<file path="src/ali_pkg.sv">
// ali_pkg: types, command codes and datapath functions for the AML integer ALU.
// Used by ali_front, ali_back and aml_integer_alu; depends on nothing.
package ali_pkg;

  localparam int DataWidth  = 32;
  localparam int CmdWidth   = 5;
  localparam int NumSteps   = DataWidth;          // one quotient / BCD bit per step
  localparam int StepIdxW   = $clog2(NumSteps);
  localparam int DdDigits   = 10;                 // 2^32 < 10^10
  localparam int AccWidth   = 4 * DdDigits;
  localparam int QueueDepth = 2;
  localparam int PosWidth   = $clog2(DataWidth) + 1;

  typedef logic [DataWidth-1:0] word_t;
  typedef logic [CmdWidth-1:0]  cmd_t;

  localparam cmd_t CmdAdd   = 5'd0;
  localparam cmd_t CmdSub   = 5'd1;
  localparam cmd_t CmdMul   = 5'd2;
  localparam cmd_t CmdAnd   = 5'd3;
  localparam cmd_t CmdNand  = 5'd4;
  localparam cmd_t CmdOr    = 5'd5;
  localparam cmd_t CmdNor   = 5'd6;
  localparam cmd_t CmdXor   = 5'd7;
  localparam cmd_t CmdShl   = 5'd8;
  localparam cmd_t CmdShr   = 5'd9;
  localparam cmd_t CmdLand  = 5'd10;
  localparam cmd_t CmdLnand = 5'd11;
  localparam cmd_t CmdLor   = 5'd12;
  localparam cmd_t CmdLnor  = 5'd13;
  localparam cmd_t CmdEq    = 5'd14;
  localparam cmd_t CmdNe    = 5'd15;
  localparam cmd_t CmdGt    = 5'd16;
  localparam cmd_t CmdLe    = 5'd17;
  localparam cmd_t CmdLt    = 5'd18;
  localparam cmd_t CmdGe    = 5'd19;
  localparam cmd_t CmdNot   = 5'd20;
  localparam cmd_t CmdInc   = 5'd21;
  localparam cmd_t CmdDec   = 5'd22;
  localparam cmd_t CmdLnot  = 5'd23;
  localparam cmd_t CmdLnz   = 5'd24;
  localparam cmd_t CmdDiv   = 5'd25;
  localparam cmd_t CmdFindL = 5'd26;
  localparam cmd_t CmdFindR = 5'd27;
  localparam cmd_t CmdFrBcd = 5'd28;
  localparam cmd_t CmdToBcd = 5'd29;

  typedef enum logic [1:0] {
    KindAlu   = 2'd0,
    KindDiv   = 2'd1,
    KindToBcd = 2'd2,
    KindFrBcd = 2'd3
  } kind_e;

  typedef struct packed {
    cmd_t  cmd;
    kind_e kind;
    word_t a;
    word_t b;
  } req_t;

  typedef struct packed {
    kind_e                kind;
    logic                 divz;
    word_t                res;
    word_t                rem;
    word_t                sh;    // dividend/quotient or source shifter
    word_t                dvs;
    logic [AccWidth-1:0]  acc;
  } work_t;

  function automatic kind_e classify(cmd_t cmd);
    kind_e k;
    case (cmd)
      CmdDiv:   k = KindDiv;
      CmdToBcd: k = KindToBcd;
      CmdFrBcd: k = KindFrBcd;
      default:  k = KindAlu;
    endcase
    return k;
  endfunction

  function automatic word_t truth(logic c);
    return c ? '1 : '0;
  endfunction

  // 1-based position of the lowest set bit, 0 if none
  function automatic word_t find_low(word_t v);
    word_t               iso;
    logic [PosWidth-1:0] p;
    iso = v & (~v + 1'b1);
    p   = '0;
    for (int i = 0; i < DataWidth; i++) begin
      p |= iso[i] ? PosWidth'(i + 1) : '0;
    end
    return word_t'(p);
  endfunction

  // 1-based position of the highest set bit, 0 if none
  function automatic word_t find_high(word_t v);
    word_t               rv;
    word_t               iso;
    logic [PosWidth-1:0] p;
    for (int i = 0; i < DataWidth; i++) begin
      rv[i] = v[DataWidth-1-i];
    end
    iso = rv & (~rv + 1'b1);
    p   = '0;
    for (int i = 0; i < DataWidth; i++) begin
      p |= iso[i] ? PosWidth'(DataWidth - i) : '0;
    end
    return word_t'(p);
  endfunction

  // combinational operations; iterative ones are finished in the step chain
  function automatic word_t alu_op(cmd_t cmd, word_t a, word_t b);
    word_t r;
    logic  big;
    big = (b >= word_t'(DataWidth));
    case (cmd)
      CmdAdd:   r = a + b;
      CmdSub:   r = a - b;
      CmdMul:   r = a * b;
      CmdAnd:   r = a & b;
      CmdNand:  r = ~(a & b);
      CmdOr:    r = a | b;
      CmdNor:   r = ~(a | b);
      CmdXor:   r = a ^ b;
      CmdShl:   r = big ? '0 : (a << b[StepIdxW-1:0]);
      CmdShr:   r = big ? '0 : (a >> b[StepIdxW-1:0]);
      CmdLand:  r = truth((a != '0) && (b != '0));
      CmdLnand: r = truth(!((a != '0) && (b != '0)));
      CmdLor:   r = truth((a != '0) || (b != '0));
      CmdLnor:  r = truth(!((a != '0) || (b != '0)));
      CmdEq:    r = truth(a == b);
      CmdNe:    r = truth(a != b);
      CmdGt:    r = truth(a > b);
      CmdLe:    r = truth(a <= b);
      CmdLt:    r = truth(a < b);
      CmdGe:    r = truth(a >= b);
      CmdNot:   r = ~a;
      CmdInc:   r = a + 1'b1;
      CmdDec:   r = a - 1'b1;
      CmdLnot:  r = truth(a == '0);
      CmdLnz:   r = truth(a != '0);
      CmdFindL: r = find_high(a);
      CmdFindR: r = find_low(a);
      default:  r = '0;
    endcase
    return r;
  endfunction

  // step: restoring divide bit, double-dabble bit, or BCD Horner digit on idx%4==0
  function automatic work_t step(work_t w, logic [StepIdxW-1:0] idx);
    work_t                n;
    logic [DataWidth:0]   trial;
    logic [DataWidth:0]   diff;
    logic [AccWidth-1:0]  adj;
    n = w;
    case (w.kind)
      KindDiv: begin
        trial = {w.rem, w.sh[DataWidth-1]};
        diff  = trial - {1'b0, w.dvs};
        if (!diff[DataWidth]) begin
          n.rem = diff[DataWidth-1:0];
          n.sh  = {w.sh[DataWidth-2:0], 1'b1};
        end else begin
          n.rem = trial[DataWidth-1:0];
          n.sh  = {w.sh[DataWidth-2:0], 1'b0};
        end
      end
      KindToBcd: begin
        for (int d = 0; d < DdDigits; d++) begin
          adj[4*d +: 4] = (w.acc[4*d +: 4] >= 4'd5) ? w.acc[4*d +: 4] + 4'd3
                                                     : w.acc[4*d +: 4];
        end
        n.acc = {adj[AccWidth-2:0], w.sh[DataWidth-1]};
        n.sh  = w.sh << 1;
      end
      KindFrBcd: begin
        if (idx[1:0] == 2'd0) begin
          n.acc = (w.acc << 3) + (w.acc << 1) + AccWidth'(w.sh[DataWidth-1 -: 4]);
          n.sh  = w.sh << 4;
        end
      end
      default: begin
      end
    endcase
    return n;
  endfunction

endpackage

</file>
<file path="src/ali_front.sv">
// ali_front: accepts requests, classifies the command and holds them in a
// two-entry queue for the back end. Depends on ali_pkg.
module ali_front (
  input  logic             clk_i,
  input  logic             rst_ni,
  input  logic             in_valid_i,
  output logic             in_ready_o,
  input  ali_pkg::cmd_t    command_i,
  input  ali_pkg::word_t   operand_a_i,
  input  ali_pkg::word_t   operand_b_i,
  output logic             req_valid_o,
  input  logic             req_ready_i,
  output ali_pkg::req_t    req_o
);

  ali_pkg::req_t mem_q [ali_pkg::QueueDepth];
  logic          wr_q, wr_d, rd_q, rd_d;
  logic [1:0]    cnt_q, cnt_d;
  logic          push, pop;

  assign in_ready_o  = (cnt_q != 2'(ali_pkg::QueueDepth));
  assign req_valid_o = (cnt_q != 2'd0);
  assign req_o       = mem_q[rd_q];
  assign push        = in_valid_i && in_ready_o;
  assign pop         = req_valid_o && req_ready_i;

  always_comb begin
    wr_d  = push ? ~wr_q : wr_q;
    rd_d  = pop  ? ~rd_q : rd_q;
    cnt_d = cnt_q + 2'(push) - 2'(pop);
  end

  always_ff @(posedge clk_i or negedge rst_ni) begin
    if (!rst_ni) begin
      wr_q  <= 1'b0;
      rd_q  <= 1'b0;
      cnt_q <= 2'd0;
    end else begin
      wr_q  <= wr_d;
      rd_q  <= rd_d;
      cnt_q <= cnt_d;
    end
  end

  always_ff @(posedge clk_i) begin
    if (push) begin
      mem_q[wr_q] <= '{cmd:  command_i,
                       kind: ali_pkg::classify(command_i),
                       a:    operand_a_i,
                       b:    operand_b_i};
    end
  end

  assert property (@(posedge clk_i) disable iff (!rst_ni)
    cnt_q <= 2'(ali_pkg::QueueDepth))
    else $error("queue count overflow");

  assert property (@(posedge clk_i) disable iff (!rst_ni)
    (cnt_q == 2'd0) |-> (wr_q == rd_q))
    else $error("empty queue with split pointers");

  assert property (@(posedge clk_i) disable iff (!rst_ni)
    (cnt_q == 2'(ali_pkg::QueueDepth)) |-> (wr_q == rd_q))
    else $error("full queue with split pointers");

endmodule

</file>
<file path="config.mk">
export PLATFORM = sky130hd
export DESIGN_NAME = ali_front
export DESIGN_NICKNAME = d
export VERILOG_FILES = /design/src/ali_pkg.sv /design/src/ali_front.sv
export SDC_FILE = /design/constraint.sdc
export NUM_CORES = 1
export LEC_CHECK = 0
export ABC_AREA = 1
export BUFFER_PORTS_ARGS = -buffer_cell sky130_fd_sc_hd__buf_2
export CAP_MARGIN = 20
export CORE_UTILIZATION = 47
export DETAILED_ROUTE_END_ITERATION = 16
export PLACE_DENSITY = 0.86
export SLEW_MARGIN = 40
export SYNTH_ARGS = -nofsm -noshare
export SYNTH_HDL_FRONTEND = slang
export SYNTH_SLANG_ARGS = --single-unit
</file>
<file path="constraint.sdc">
create_clock -name clk_i -period 3.9 [get_ports clk_i]
set_clock_uncertainty 0.2 [all_clocks]
set_input_delay 0.78 -clock clk_i [delete_from_list [all_inputs] [get_ports clk_i]]
set_output_delay 0.78 -clock clk_i [all_outputs]
set_load 0.03 [all_outputs]
</file>
==> flow_summary.yaml, run 1 <==
global_route:
  grt_use_total: 0.179
  grt_max_degree: 73
  grt_pass1_vias: 3372
  antenna_found_initial: 0
  grt_pass1_wl_um: 15600
  grt_remaining_overflow: 0
worst_setup_path:
  crit_type: "reg -> out"
  critPathRequiredTime_ps: 2920
  r2r_cells: 5
  crit_start: "rd_q"
  arrival_ps: 2130
  r2r-start: "cnt_q[0]"
  start_kind: "register"
  r2r_slack_ps: 1760
  end_kind: "output port"
  regToRegEndpoint: "mem_q[0][49]"
  path_max_fanout: 39
die:
  die_area_um2: 12000
  initial_utilization: 0.492
  die_w_um: 110
  rows: 38
  die-height_um: 110
  ios: 146
  core_um2: 11100
timing:
  worst_slew_pin_slew_ps: 681
  fmax_ghz: 0.321
  layout_min_cycle_time_ps: 3110
  timing.final.ws_setup_ps: 788
  hold_violations: 0
  maxSlewHeadroom: 0.546
  finalMaxSlewViolations: 0
  setup_viol: 0
  tns_ps: 0
  fin_crit_sh: 0.798
  holdWs_ps: 277
  rsz0062_at_grt: "false"
placed_design:
  gp_congestion: 0.716
  dp_slack_ps: 1220
  io_buffer_count: 145
  hpwl_um: 6610
finish:
  drive_gt1_frac: 0.306
  final_nets: 635
  diodes: 0
  syn_to_final_growth_pct: 24.6
logic_synthesis:
  ys_seq_elements: 146
  syn-instance-count: 407
  ys_seq_area_frac: 0.801
  avgSynthCellArea_um2: 13.4
  syn_area_um2: 5450
  yosysWarnings: 0
  synth_cell_types: 13
  synth_nets: 482
route:
  postRouteAntennaNets: 0
  drtIter0Drc: 228
  first_pass_iters: 5
  vias: 3397
  drc: 0
  via_per_inst: 4.78
  wl_per_cell_um: 14.5
  routed_wl_um: 10300
run:
  drv_cap: 0
power_and_ir_drop:
  cellLeakagePower_uw: 0.00297
  clkPwrFrac: 0.243
  p_switching_uw: 2300
  seq_power_share: 0.392
  total_power_uw: 5820
  power.density_nw_per_um2: 857
  p_int_uw: 3520
  switching_share: 0.396
  combPwrFrac: 0.365
  ir_drop_mv: 0.536
clock_tree:
  clk_pin_slew_ps: 60
  clockRootBuffer: "clkbuf_16"
  cts_made_buffers: 17
  clk_latency_ps: 400
  cts_setup_buffers: 0
  cts_tree: "built"
  ctsResizeCount: 0
  htreeDepth: 4
  cts.sinks: 146
  cts_buffer_depth: 2
worst_hold_path:
  min_from: "wr_q"
  hold_end: "wr_q"
  hold-path-cell-count: 2
  worst_hold_path_type: "reg -> reg"
run_status:
  outcome: "finished, final reports clean"
-- registers in the layout, indices dropped and copies added (netlist names) --
name   flops
mem_q    142
cnt_q      2
rd_q       1
wr_q       1
-- power by group through the flow --
| stage | combinational (uW) | sequential (uW) | clock [uW] |
|---|---|---|---|
| 6_report | 2120 | 2280 | 1410 |
| 5_1_grt | 2320 | 2320 | 1510 |
| 4_1_cts | 2150 | 2290 | 1450 |
| 3_5_place_dp | 2140 | 2320 | 0 |
| 3_3_place_gp | 2100 | 2300 | 0 |
| 2_1_floorplan | 1630 | 2250 | 0 |
-- cells in the mapped netlist --
library cell	count	area [um2]
inv_6	1	8.76
ha_1	2	25.0
nand2_1	226	848
inv_1	9	33.8
buf_4	1	7.51
xnor2_1	1	8.76
nand3b_1	1	7.51
nor2_1	3	11.3
dfrtp_1	4	100
buf_2	6	30.0
buf_6	8	90.1
edfxtp_1	142	4260
nand3_1	3	15.0
-- worst max path at each step --
stage / endpoint / slack, ps
final: req_o[24] / 790
after global routing: req_o[29] / 660
after CTS: req_o[63] / 780
after detailed placement: req_o[63] / 1220
after global placement: req_o[46] / 1270
after floorplan: mem_q[1][0] / 540
-- stage by stage --
step | utilization | std cells | area [um2]
3_5_place_dp | 0.566 | 680 | 6270
3_3_place_gp | 0.566 | 680 | 6270
6_report | 0.613 | 711 | 6790
4_1_cts | 0.613 | 711 | 6790
2_1_floorplan | - | 407 | 5450
5_1_grt | 0.613 | 711 | 6790
-- kinds of logic (layout without fill, tap and decap cells) --
logic type | count (synthesis) | after routing | synth area share
simple gates | 233 | 233 | 0.162
flops | 146 | 146 | 0.801
buf+inv | 25 | 189 | 0.0312
fa+ha+maj | 2 | 2 | 0.00459
xor+xnor | 1 | 1 | 0.00161
-- worst max-delay path, cell delays in order (launching register included) --
cell and delay (ps):
dfrtp_2 800, buf_4 480, nand2_1 100, nand2_1 100
buf_2 200
-- layout make-up --
class	count	area [um2]
Multi-Input combinational cell	236	923
Inverter	10	43.8
Fill cell	854	4290
Timing Repair Buffer	149	774
Tap cell	140	175
Clock inverter	8	65.1
Sequential cell	146	4370
Clock buffer	22	444
-- routing by layer --
layer	global-route usage	up-vias	wire [um]
met4	0.0752	0	126
met3	0.0587	12	540
li1	-	1667	-
met1	0.208	1600	4420
met2	0.304	118	5210
met5	0	-	0
-- cell usage in the layout (no fill, tap or decap) --
| master | n |
|---|---|
| clkinv_2 | 5 |
| dlygate4sd3_1 | 1 |
| xnor2_1 | 1 |
| buf_12 | 1 |
| clkinv_1 | 2 |
| clkbuf_16 | 17 |
| ha_1 | 2 |
| nand3b_1 | 1 |
| buf_2 | 145 |
| nand2_1 | 226 |
| nor2_1 | 2 |
| buf_4 | 1 |
| buf_6 | 1 |
| dfrtp_1 | 3 |
| nor2_4 | 1 |
| inv_1 | 8 |
| inv_6 | 1 |
| edfxtp_1 | 142 |
| bufinv_16 | 1 |
| nand3_1 | 3 |
| clkbuf_1 | 5 |
| clkinvlp_4 | 1 |
| dfrtp_2 | 1 |
-- what timing repair did --
action / CTS / global route
endpoints found under the hold margin: 4 / 0
hold buffers: 1 / 0
setup endpoints to repair: 0 / 0
No activity file was read; power rests on OpenSTA's default activity.
==> run 2: changes to the inputs <==
==> constraint.sdc (replaced) <==
create_clock -name clk_i -period 2.7 [get_ports clk_i]
set_clock_uncertainty 0.2 [all_clocks]
set_input_delay 0.54 -clock clk_i [delete_from_list [all_inputs] [get_ports clk_i]]
set_output_delay 0.54 -clock clk_i [all_outputs]
set_load 0.03 [all_outputs]
==> run 2 against run 1 <==
  * Hold slack lost 140 ps
  * Critical path depth is the same
  * Highest routed layer unchanged
  * Combinational power grew 48%
  * Routed wire length grew 0.35%
  * Critical path type unchanged
  * Sequential power grew 43%
  * Non-clock buffer count grew 3
  * Largest cell class unchanged
  * Die area is the same
  * Clock power grew 74%
==> flow_summary.yaml, run 2 (same netlist as run 1, synthesis figures left out) <==
die:
  core_um2: 11100
  ios: 146
  die-height_um: 110
  die_area_um2: 12000
  die_w_um: 110
  initial_utilization: 0.492
  rows: 38
clock_tree:
  cts_buffer_depth: 2
  cts_setup_buffers: 0
  clockRootBuffer: "clkbuf_16"
  clk_latency_ps: 390
  cts_tree: "built"
  htreeDepth: 4
  clk_pin_slew_ps: 60
  cts_made_buffers: 17
  cts.sinks: 146
global_route:
  grt_pass1_vias: 3331
  grt_max_degree: 73
  grt_use_total: 0.178
  grt_pass1_wl_um: 15600
  grt_remaining_overflow: 0
  antenna_found_initial: 0
worst_setup_path:
  critPathMaxStageDelay_ps: 530
  r2r_cells: 4
  cp_top_family: "buffers and inverters"
  crit_slowest_cell: "dfrtp_2"
  crit_type: "reg -> out"
  end_kind: "output port"
  r2r-start: "cnt_q[1]"
  regToRegEndpoint: "mem_q[1][41]"
  endpoint: "req_o[59]"
  crit_start: "rd_q"
  critPathRequiredTime_ps: 1960
  cp.buffers_inverters: 2
  path_max_fanout: 72
  r2r_slack_ps: 900
  arrival_ps: 1810
  start_kind: "register"
  cp.depth: 4
  crit_chain: "inv_6, nand2_1, nand2_1, buf_2"
  path_common_cell: "nand2_1"
placed_design:
  io_buffer_count: 145
  gp_congestion: 0.708
  hpwl_um: 6710
worst_hold_path:
  min_from: "operand_a_i[3]"
  worst_hold_path_type: "in -> reg"
finish:
  largest_reg_flops: 142
  drive_gt1_frac: 0.317
  final_nets: 638
  layout.cells.most_common: "nand2_1"
  top_regs: "mem_q (142), cnt_q (2)"
  syn_to_final_growth_pct: 27.0
  mostFrequentLayoutCells: "226 x nand2_1, 145 x buf_2, 142 x edfxtp_1, 17 x clkbuf_16, 8 x inv_1"
  top_register: "mem_q"
  fillers: 881
  diodes: 0
route:
  via_per_inst: 4.82
  drtIter0Drc: 149
  wl_per_cell_um: 14.5
  postRouteAntennaNets: 0
  drc: 0
  first_pass_iters: 4
  vias: 3439
  routed_wl_um: 10300
timing:
  fin_crit_sh: 0.943
  tns_ps: 0
  setup_viol: 0
  maxSlewHeadroom: 0.640
  layout_min_cycle_time_ps: 2550
  finalMaxSlewViolations: 0
  hold_violations: 0
  worst_slew_pin_slew_ps: 541
  holdWs_ps: 133
  rsz0062_at_grt: "false"
  fmax_ghz: 0.393
power_and_ir_drop:
  cellLeakagePower_uw: 0.00302
  ir_drop_mv: 0.689
  power.density_nw_per_um2: 1280
run:
  drv_cap: 0
run_status:
  outcome: "finished, final reports clean"
## run 2: worst min path at each step
| stage | endpoint | slack (ps) | depth (start not counted) |
|---|---|---|---|
| final | mem_q[1][35] | 130 | 1 |
| after global routing | mem_q[0][5] | 110 | 1 |
| after detailed placement | cnt_q[0] | 160 | 1 |
| after global placement | wr_q | 150 | 1 |
| after CTS | mem_q[1][35] | 110 | 1 |
| after floorplan | cnt_q[0] | 40 | 0 |
## run 2: final cells by class
type                       instances  area, um2  area share
tap                              140        175      0.0253
inverter                          10       46.3     0.00669
clock buffer                      18        429      0.0620
sequential                       146       4370       0.631
multi-input combinational        236        923       0.133
timing repair buffer             152        793       0.115
clock inverter                    12        190      0.0275
## run 2: metal layers
| metal | part of all wire | track usage | wire [um] |
|---|---|---|---|
| met5 | 0 | 0 | 0 |
| met4 | 0.0088 | 0.0724 | 91 |
| met3 | 0.058 | 0.0492 | 602 |
| met2 | 0.52 | 0.314 | 5410 |
| met1 | 0.41 | 0.204 | 4230 |
## run 2: where the power goes
part	switching [uW]	total, uW	internal, uW
clock network	828	2450	1620
registers	159	3250	3090
logic	2370	3130	762
total	3360	8830	5470
## run 2: repair_timing
action | 4_1_cts | 5_1_grt
hold buffers | 1 | 0
endpoints found under the hold margin | 4 | 0
resized for setup | 0 | 0
## run 2: stage by stage
step / cells / worst slack [ps] / power (uW) / util / instance area [um2]
floorplan: 407 / 194 / 5600 / - / 5460
global placement: 683 / 612 / 6400 / 0.568 / 6290
detailed placement: 683 / 572 / 6470 / 0.568 / 6290
CTS: 714 / 140 / 8930 / 0.625 / 6920
global route: 714 / 56.6 / 9310 / 0.625 / 6920
finish: 714 / 154 / 8830 / 0.625 / 6920
## run 2: worst reg2reg max path, cell delays in order, from the launching register on
cell and delay [ps]:
dfrtp_1 400, nand2_1 120, nand2_1 130, nor2_4 110
buf_4 460
